$ cat src/hdl/gsip_pkg.sv
// shared types and constants for the gshare and indirect branch predictor
package gsip_pkg;

   localparam int CNT_IDX_W = 6;
   localparam int TGT_IDX_W = 4;
   localparam int HIST_W    = (CNT_IDX_W > TGT_IDX_W) ? CNT_IDX_W : TGT_IDX_W;
   localparam int CNT_DEPTH = 1 << CNT_IDX_W;
   localparam int TGT_DEPTH = 1 << TGT_IDX_W;
   localparam int ADDR_W    = 32;

   typedef logic signed [1:0]     cnt_type;
   typedef logic [CNT_IDX_W-1:0]  cnt_idx_type;
   typedef logic [TGT_IDX_W-1:0]  tgt_idx_type;
   typedef logic [HIST_W-1:0]     hist_type;

   localparam cnt_type CNT_MAX   = 2'sb01;
   localparam cnt_type CNT_MIN   = 2'sb10;
   localparam cnt_type CNT_RESET = 2'sb00;

   // operation codes
   localparam logic OP_FETCH  = 1'b0;
   localparam logic OP_RETIRE = 1'b1;

   // predictor modes
   localparam logic MODE_GSHARE   = 1'b0;
   localparam logic MODE_INDIRECT = 1'b1;

   typedef struct packed {
      logic        en;
      cnt_idx_type idx;
   } cnt_rd_type;

   typedef struct packed {
      logic        en;
      cnt_idx_type idx;
      cnt_type     value;
   } cnt_wr_type;

endpackage

$ cat src/hdl/gshare_and_indirect_branch_predictor_unit.sv
// top level of the gshare and indirect branch predictor
//
// usage
//  - req channel: one branch event per item, either a fetch (asks for a
//    prediction) or a retire (trains the tables), with valid/ready handshake
//  - rsp channel: exactly one result item per request item, in order
//  - csr port: single write-only register, predictor mode (0 gshare,
//    1 indirect); any write clears both tables and both histories and must
//    only happen while the block is idle
//  - result path: an accepted request passes the table read register, then
//    the result register, before its result is offered on the rsp channel
//  - throughput: one item per cycle while rsp_ready stays high; the counter
//    table is read at most once and written at most once per cycle, the read
//    of an entry written at the same edge is served from a forwarding register
//  - reset: mode returns to gshare, histories clear, valid bits of both
//    tables drop so every entry reads as zero (weakly taken / target zero)
//  - stall: while rsp_ready is low the result register holds, the table
//    stage holds behind it and req_ready drops once both are full
module gshare_and_indirect_branch_predictor_unit (
   input  logic                        clock,
   input  logic                        reset,
   input  logic                        req_valid,
   output logic                        req_ready,
   input  logic                        req_operation,
   input  logic [gsip_pkg::ADDR_W-1:0] req_pc,
   input  logic                        req_is_conditional,
   input  logic                        req_is_indirect,
   input  logic                        req_is_branch,
   input  logic                        req_taken,
   input  logic [gsip_pkg::ADDR_W-1:0] req_actual_target,
   output logic                        rsp_valid,
   input  logic                        rsp_ready,
   output logic                        rsp_prediction_valid,
   output logic                        rsp_predict_taken,
   output logic [gsip_pkg::ADDR_W-1:0] rsp_predict_target,
   input  logic                        csr_write_enable,
   input  logic                        csr_write_data
);
   import gsip_pkg::*;

   // history shift: outcome for a conditional, 1 for any other branch
   function automatic hist_type hist_shift(hist_type h, logic cond, logic br, logic tk);
      hist_type res;
      priority if (cond) begin
         res = {h[HIST_W-2:0], tk};
      end else if (br) begin
         res = {h[HIST_W-2:0], 1'b1};
      end else begin
         res = h;
      end
      return res;
   endfunction

   // mode register and histories
   logic        mode_ff;
   hist_type    fetch_hist_ff, fetch_hist_in;
   hist_type    retire_hist_ff, retire_hist_in;

   // table stage
   logic        s1_vld_ff, s1_vld_in;
   logic        s1_op_ff;
   logic        s1_use_cnt_ff;
   logic        s1_use_tgt_ff;
   logic        s1_taken_ff;
   cnt_idx_type s1_cnt_idx_ff;
   tgt_idx_type s1_tgt_idx_ff;
   logic [ADDR_W-1:0] s1_target_ff;

   // result register
   logic        rsp_vld_ff, rsp_vld_in;
   logic        rsp_pv_ff;
   logic        rsp_pt_ff;
   logic [ADDR_W-1:0] rsp_tgt_ff;

   // target table, small enough for flops with valid bits
   logic [ADDR_W-1:0]    tgt_mem_ff [TGT_DEPTH];
   logic [TGT_DEPTH-1:0] tgt_vld_ff, tgt_vld_in;

   logic        req_fire;
   logic        s1_adv;
   hist_type    hist_sel;
   logic        use_cnt;
   logic        use_tgt;
   cnt_idx_type cnt_idx;
   tgt_idx_type tgt_idx;
   cnt_rd_type  cnt_rd;
   cnt_wr_type  cnt_wr;
   cnt_type     cnt_cur;
   cnt_type     cnt_next;
   logic        tgt_wr_en;
   logic [ADDR_W-1:0] tgt_cur;
   logic        res_pv;
   logic        res_pt;
   logic [ADDR_W-1:0] res_tgt;

   // handshake: table stage moves on when the result register is free
   assign s1_adv    = s1_vld_ff & (~rsp_vld_ff | rsp_ready);
   assign req_ready = ~s1_vld_ff | s1_adv;
   assign req_fire  = req_valid & req_ready;

   // index hash from the history of the requesting side
   assign hist_sel = (req_operation == OP_RETIRE) ? retire_hist_ff : fetch_hist_ff;
   assign use_cnt  = (mode_ff == MODE_GSHARE) & req_is_conditional;
   assign use_tgt  = (mode_ff == MODE_INDIRECT) & req_is_indirect;
   assign cnt_idx  = hist_sel[CNT_IDX_W-1:0] ^ req_pc[CNT_IDX_W-1:0];
   assign tgt_idx  = hist_sel[TGT_IDX_W-1:0] ^ req_pc[TGT_IDX_W-1:0];

   always_comb begin
      fetch_hist_in  = fetch_hist_ff;
      retire_hist_in = retire_hist_ff;
      if (req_fire) begin
         unique case (req_operation)
            OP_FETCH: begin
               fetch_hist_in = hist_shift(fetch_hist_ff, req_is_conditional,
                                          req_is_branch, req_taken);
            end
            OP_RETIRE: begin
               retire_hist_in = hist_shift(retire_hist_ff, req_is_conditional,
                                           req_is_branch, req_taken);
            end
            default: begin
               fetch_hist_in = fetch_hist_ff;
            end
         endcase
      end
      if (csr_write_enable) begin
         fetch_hist_in  = '0;
         retire_hist_in = '0;
      end
   end

   always_ff @(posedge clock) begin
      if (reset) begin
         mode_ff        <= MODE_GSHARE;
         fetch_hist_ff  <= '0;
         retire_hist_ff <= '0;
      end else begin
         if (csr_write_enable) begin
            mode_ff <= csr_write_data;
         end
         fetch_hist_ff  <= fetch_hist_in;
         retire_hist_ff <= retire_hist_in;
      end
   end

   // counter table read issued at accept
   assign cnt_rd.en  = req_fire;
   assign cnt_rd.idx = cnt_idx;

   gsip_counter_bank u_counter_bank (
      .clock    (clock),
      .reset    (reset),
      .clear    (csr_write_enable),
      .rd       (cnt_rd),
      .wr       (cnt_wr),
      .rd_value (cnt_cur)
   );

   assign s1_vld_in = req_fire | (s1_vld_ff & ~s1_adv);

   always_ff @(posedge clock) begin
      if (reset) begin
         s1_vld_ff <= 1'b0;
      end else begin
         s1_vld_ff <= s1_vld_in;
      end
   end

   always_ff @(posedge clock) begin
      if (req_fire) begin
         s1_op_ff      <= req_operation;
         s1_use_cnt_ff <= use_cnt;
         s1_use_tgt_ff <= use_tgt;
         s1_taken_ff   <= req_taken;
         s1_cnt_idx_ff <= cnt_idx;
         s1_tgt_idx_ff <= tgt_idx;
         s1_target_ff  <= req_actual_target;
      end
   end

   // saturating counter training
   always_comb begin
      if (s1_taken_ff) begin
         cnt_next = (cnt_cur == CNT_MAX) ? cnt_cur : cnt_type'(cnt_cur + 2'sd1);
      end else begin
         cnt_next = (cnt_cur == CNT_MIN) ? cnt_cur : cnt_type'(cnt_cur - 2'sd1);
      end
   end

   assign cnt_wr.en    = s1_adv & (s1_op_ff == OP_RETIRE) & s1_use_cnt_ff;
   assign cnt_wr.idx   = s1_cnt_idx_ff;
   assign cnt_wr.value = cnt_next;

   // target table
   assign tgt_wr_en = s1_adv & (s1_op_ff == OP_RETIRE) & s1_use_tgt_ff;
   assign tgt_cur   = tgt_vld_ff[s1_tgt_idx_ff] ? tgt_mem_ff[s1_tgt_idx_ff] : '0;

   always_ff @(posedge clock) begin
      if (tgt_wr_en) begin
         tgt_mem_ff[s1_tgt_idx_ff] <= s1_target_ff;
      end
   end

   always_comb begin
      tgt_vld_in = tgt_vld_ff;
      if (tgt_wr_en) begin
         tgt_vld_in[s1_tgt_idx_ff] = 1'b1;
      end
      if (csr_write_enable) begin
         tgt_vld_in = '0;
      end
   end

   always_ff @(posedge clock) begin
      if (reset) begin
         tgt_vld_ff <= '0;
      end else begin
         tgt_vld_ff <= tgt_vld_in;
      end
   end

   // fetch result; retire items return an all-zero result
   assign res_pv  = (s1_op_ff == OP_FETCH) & (s1_use_cnt_ff | s1_use_tgt_ff);
   assign res_pt  = (s1_op_ff == OP_FETCH) & s1_use_cnt_ff & ~cnt_cur[1];
   assign res_tgt = ((s1_op_ff == OP_FETCH) & s1_use_tgt_ff) ? tgt_cur : '0;

   assign rsp_vld_in = s1_adv | (rsp_vld_ff & ~rsp_ready);

   always_ff @(posedge clock) begin
      if (reset) begin
         rsp_vld_ff <= 1'b0;
      end else begin
         rsp_vld_ff <= rsp_vld_in;
      end
   end

   always_ff @(posedge clock) begin
      if (s1_adv) begin
         rsp_pv_ff  <= res_pv;
         rsp_pt_ff  <= res_pt;
         rsp_tgt_ff <= res_tgt;
      end
   end

   assign rsp_valid            = rsp_vld_ff;
   assign rsp_prediction_valid = rsp_pv_ff;
   assign rsp_predict_taken    = rsp_pt_ff;
   assign rsp_predict_target   = rsp_tgt_ff;

`ifndef SYNTHESIS
   a_stage_feeds_result : assert property (@(posedge clock) disable iff (reset)
      s1_adv |=> rsp_vld_ff)
      else $error("table stage moved on but no result appeared");

   a_taken_needs_prediction : assert property (@(posedge clock) disable iff (reset)
      (rsp_vld_ff && rsp_pt_ff) |-> rsp_pv_ff)
      else $error("taken prediction without a valid prediction");

   a_target_needs_prediction : assert property (@(posedge clock) disable iff (reset)
      (s1_adv && res_tgt != '0) |-> (res_pv && !res_pt))
      else $error("target given outside an indirect fetch");

   a_csr_clears_targets : assert property (@(posedge clock) disable iff (reset)
      csr_write_enable |=> (tgt_vld_ff == '0 && fetch_hist_ff == '0 && retire_hist_ff == '0))
      else $error("mode write left predictor state behind");
`endif

endmodule

$ cat src/hdl/gsip_counter_bank.sv
// counter table memory with per-entry valid bits and write forwarding
module gsip_counter_bank (
   input  logic                 clock,
   input  logic                 reset,
   input  logic                 clear,
   input  gsip_pkg::cnt_rd_type rd,
   input  gsip_pkg::cnt_wr_type wr,
   output gsip_pkg::cnt_type    rd_value
);
   import gsip_pkg::*;

   cnt_type               cnt_mem_ff [CNT_DEPTH];
   cnt_type               mem_rd_ff;
   cnt_idx_type           rd_idx_ff;
   logic [CNT_DEPTH-1:0]  cnt_vld_ff;
   logic [CNT_DEPTH-1:0]  cnt_vld_in;
   logic                  fwd_vld_ff;
   logic                  fwd_vld_in;
   cnt_idx_type           fwd_idx_ff;
   cnt_type               fwd_val_ff;

   // memory: one write port, one registered read port
   always_ff @(posedge clock) begin
      if (wr.en) begin
         cnt_mem_ff[wr.idx] <= wr.value;
      end
      if (rd.en) begin
         mem_rd_ff <= cnt_mem_ff[rd.idx];
         rd_idx_ff <= rd.idx;
      end
   end

   always_comb begin
      cnt_vld_in = cnt_vld_ff;
      if (wr.en) begin
         cnt_vld_in[wr.idx] = 1'b1;
      end
      if (clear) begin
         cnt_vld_in = '0;
      end
   end

   assign fwd_vld_in = clear ? 1'b0 : (wr.en | fwd_vld_ff);

   always_ff @(posedge clock) begin
      if (reset) begin
         cnt_vld_ff <= '0;
         fwd_vld_ff <= 1'b0;
      end else begin
         cnt_vld_ff <= cnt_vld_in;
         fwd_vld_ff <= fwd_vld_in;
      end
   end

   // last write is kept so a read issued at the same edge sees it
   always_ff @(posedge clock) begin
      if (wr.en) begin
         fwd_idx_ff <= wr.idx;
         fwd_val_ff <= wr.value;
      end
   end

   always_comb begin
      priority if (fwd_vld_ff && fwd_idx_ff == rd_idx_ff) begin
         rd_value = fwd_val_ff;
      end else if (cnt_vld_ff[rd_idx_ff]) begin
         rd_value = mem_rd_ff;
      end else begin
         rd_value = CNT_RESET;
      end
   end

`ifndef SYNTHESIS
   a_clear_drops_valid : assert property (@(posedge clock) disable iff (reset)
      clear |=> (cnt_vld_ff == '0 && !fwd_vld_ff))
      else $error("counter valid bits survive a clear");

   a_write_sets_valid : assert property (@(posedge clock) disable iff (reset)
      (wr.en && !clear) |=> (cnt_vld_ff[$past(wr.idx)] && fwd_vld_ff))
      else $error("counter write did not mark its entry valid");
`endif

endmodule
$ cat config.mk
export PLATFORM = sky130hd
export DESIGN_NAME = gshare_and_indirect_branch_predictor_unit
export DESIGN_NICKNAME = d
export VERILOG_FILES = /design/src/hdl/gsip_pkg.sv /design/src/hdl/gshare_and_indirect_branch_predictor_unit.sv /design/src/hdl/gsip_counter_bank.sv
export SDC_FILE = /design/constraint.sdc
export NUM_CORES = 1
export LEC_CHECK = 0
export ABC_AREA = 1
export BUFFER_PORTS_ARGS = -buffer_cell sky130_fd_sc_hd__buf_4
export CORE_ASPECT_RATIO = 1.25
export CORE_UTILIZATION = 40
export CTS_BUF_LIST = sky130_fd_sc_hd__clkbuf_8
export DETAILED_ROUTE_END_ITERATION = 10
export PLACE_DENSITY_LB_ADDON = 0.1
export SYNTH_ARGS = -nofsm -noshare
export SYNTH_HDL_FRONTEND = slang
export SYNTH_HIERARCHICAL = 1
export SYNTH_SLANG_ARGS = --single-unit
$ cat constraint.sdc
create_clock -name clock -period 18.1 [get_ports clock]
set_input_delay 5.43 -clock clock [delete_from_list [all_inputs] [get_ports clock]]
set_output_delay 5.43 -clock clock [all_outputs]
set_load 0.03 [all_outputs]
==> results by group <==
Detailed routing
  • Via count: 20,830
  • Vias per inst: 5.215
  • Routed Antenna Nets: 0
  • Pre-antenna DRT Iters: 5
  • DRT Wirelength: 86,110 µm
  • DRT iter0 DRCs: 1,478
  • Wire length per cell: 21.55 µm
  • Residual DRC count: 0

Clock tree
  • Clock sinks: 828
  • PostCTS Resize Cnt: 0
  • Clock-pin slew of the registers on the worst-case setup and hold paths: 0.06 ns
  • Clk root buf: clkbuf_8
  • Clock tree buffer depth: 3
  • Post-CTS Setup Bufs: 0
  • Clk Latency, worst-skew pair: 0.80 ns
  • Htree depth: 4
  • # hold bufs at CTS: 0
  • CTS tree: built
  • Num CTS Buffers: 133

Finish
  • Layout Utilization: 0.4585
  • P&R area growth vs syn: 12.79%
  • Commonest non-fill, non-tap cell in the layout: nand2_1
  • Final net count: 2,917
  • Most frequent cells in the layout: nand2_1 (796), edfxtp_1 (732), nor2_1 (370)
  • Share of cells above drive strength 1: 0.1102
  • Non-Filler Instances: 3,995

Synthesis
  • Top area cells in the synthesized netlist: edfxtp_1 (68%), nand2_1 (9.3%), dfxtp_1 (6.0%)
  • Ys Warns: 6
  • Post-synth EDFFs: 732
  • Seq cells post-synth: 828
  • Sequential share of the synthesized area: 0.7429
  • Post-Syn Nets: 2,795
  • Unique masters post-synth: 35
  • Cells after Synth: 2,720
  • Leading area contributor after synthesis: edfxtp_1
  • Top_reg_cell synth: edfxtp_1
  • Post-Syn Area: 32,170 µm²
  • Post-synth top area share: 0.6832
  • Async set-reset flop share out of synthesis: 0
  • Average size of a mapped cell: 11.83 µm²

Die
  • Initial Util: 0.4065
  • Die span in x: 255.7 µm
  • Die area: 81,580 µm²
  • Die height: 319.1 µm
  • IO Pins: 111
  • Row cnt: 115
  • Core footprint: 79,140 µm²

Power and ir drop
  • Power Density: 107.0 nW/µm²
  • Leak pwr: 12.58 nW
  • Peak supply drop: 0.06680 mV

STA
  • Worst Tran Pin Value: 1.174 ns
  • Achievable frequency: 87.63 MHz
  • RSZ-0062 raised after global routing: no
  • Hold_ws: 0.4622 ns
  • Final setup viols: 0
  • Hold Violations, Final: 0
  • Slew margin rel.: 0.2161
  • Clock Skews: 0.04278 ns
  • Final min period: 11.41 ns
  • Max-slew violation count: 0
  • Fin crit share: 0.6305
  • Setup_tns: 0 ns

Setup path
  • Crit path launch type: primary input
  • Worst Path Arrival: 5.98 ns
  • CP Capture Type: output port
  • Kind of critical path: in -> out
  • Crit-path max FO: 3
  • Crit path required time: 12.67 ns

Global route
  • Initial antenna violation count: 2
  • Layer with the highest usage: met2
  • GR Util met1: 0.2470
  • Vias in the first global route: 20,680
  • Total GRT Usage: 0.2104
  • Largest net degree at the start of global routing: 148
  • First-pass GRT wire length: 126,700 µm
  • Grt ovf: 0
  • GRT met3 Usage: 0.03767
  • Met2 usage: 0.3739

Placed design
  • IO Port Bufs: 84
  • Placed Cells: 3,760
  • Placer congestion estimate: 0.7981
  • Detailed placer's ending HPWL: 43,520 µm

Status
  • Status: finished clean

Hold path
  • Hold Path Class: reg -> reg

Run
  • Max-cap viol count: 0
==> final cells by class <==
cell class                 count  area, µm²
multi-input combinational   1677       7363
clock buffer                 145       1996
timing repair buffer         120      913.4
inverter                      82      324.1
clock inverter                88      466.7
fill                        7312      42850
tap                         1053       1318
antenna                        2      5.005
sequential                   828      23900
==> worst paths after layout <==
kind | from | end | slack [ns] | depth (start not counted)
min | fetch_hist_ff[4] | fetch_hist_ff[4] | 0.46 | 2
max reg2reg | s1_cnt_idx_ff[1] | tgt_mem_ff[1][13] | 13.90 | 7
max | rsp_ready | req_ready | 6.69 | 4
min reg2reg | fetch_hist_ff[4] | fetch_hist_ff[4] | 0.46 | 2
==> critical path, stage by stage <==
cell     delay [ns]
buf_4          0.11
inv_1          0.12
nand3_1        0.13
buf_4          0.20
==> cell usage after synthesis, drive strengths merged (2+ instances only) <==
master,instances
nand4,130
or2,2
clkbuf,24
nor3,13
edfxtp,732
xor2,9
buf,109
a21oi,21
o21ai,80
nand3,210
o22ai,26
nand2,797
nor2,383
dfxtp,96
inv,81
a211oi,2
==> through the flow <==
| stage | worst slack (ns) | total power, mW | instance area, µm² |
|---|---|---|---|
| global placement | 6.702 | 2.417 | 33820 |
| finish | 6.688 | 3.883 | 36290 |
| global route | 6.625 | 4.028 | 36290 |
| floorplan | 6.880 | 2.318 | 32170 |
| CTS | 6.694 | 3.930 | 36280 |
| detailed placement | 6.691 | 2.420 | 33820 |
==> report_power, final <==
group | switching [mW] | internal, mW | leakage (nW) | total (mW)
registers | 0.0247 | 2.10 | 7.34 | 2.13
clock network | 0.737 | 0.769 | 1.40 | 1.51
logic | 0.184 | 0.0634 | 3.85 | 0.248
==> routing by layer <==
metal	wire length, µm	share of wire
met1	34500	0.40
met2	44330	0.51
met3	4228	0.049
met4	3057	0.036
met5	0	0
==> registers in the layout, summed over array words and instances (netlist names), 2 cells and up <==
name	flops
tgt_mem_ff	512
u_counter_bank/fwd_val_ff	2
retire_hist_ff	6
u_counter_bank/rd_idx_ff	6
u_counter_bank/cnt_vld_ff	64
tgt_vld_ff	16
u_counter_bank/mem_rd_ff	2
s1_target_ff	32
fetch_hist_ff	6
rsp_predict_target	32
s1_cnt_idx_ff	6
u_counter_bank/fwd_idx_ff	6
u_counter_bank/cnt_mem_ff	128
==> cell families (layout without fill, tap and decap cells) <==
kind of cell,after synthesis,in the layout,synth area share
compound gates,130,130,0.02193
xor+xnor,9,9,0.002450
buf+inv,215,435,0.03341
flops,828,828,0.7429
mux,1,1,0.0003111
other cells,0,2,0
simple gates,1537,1537,0.1990
Power figures use the tool's default switching activity.
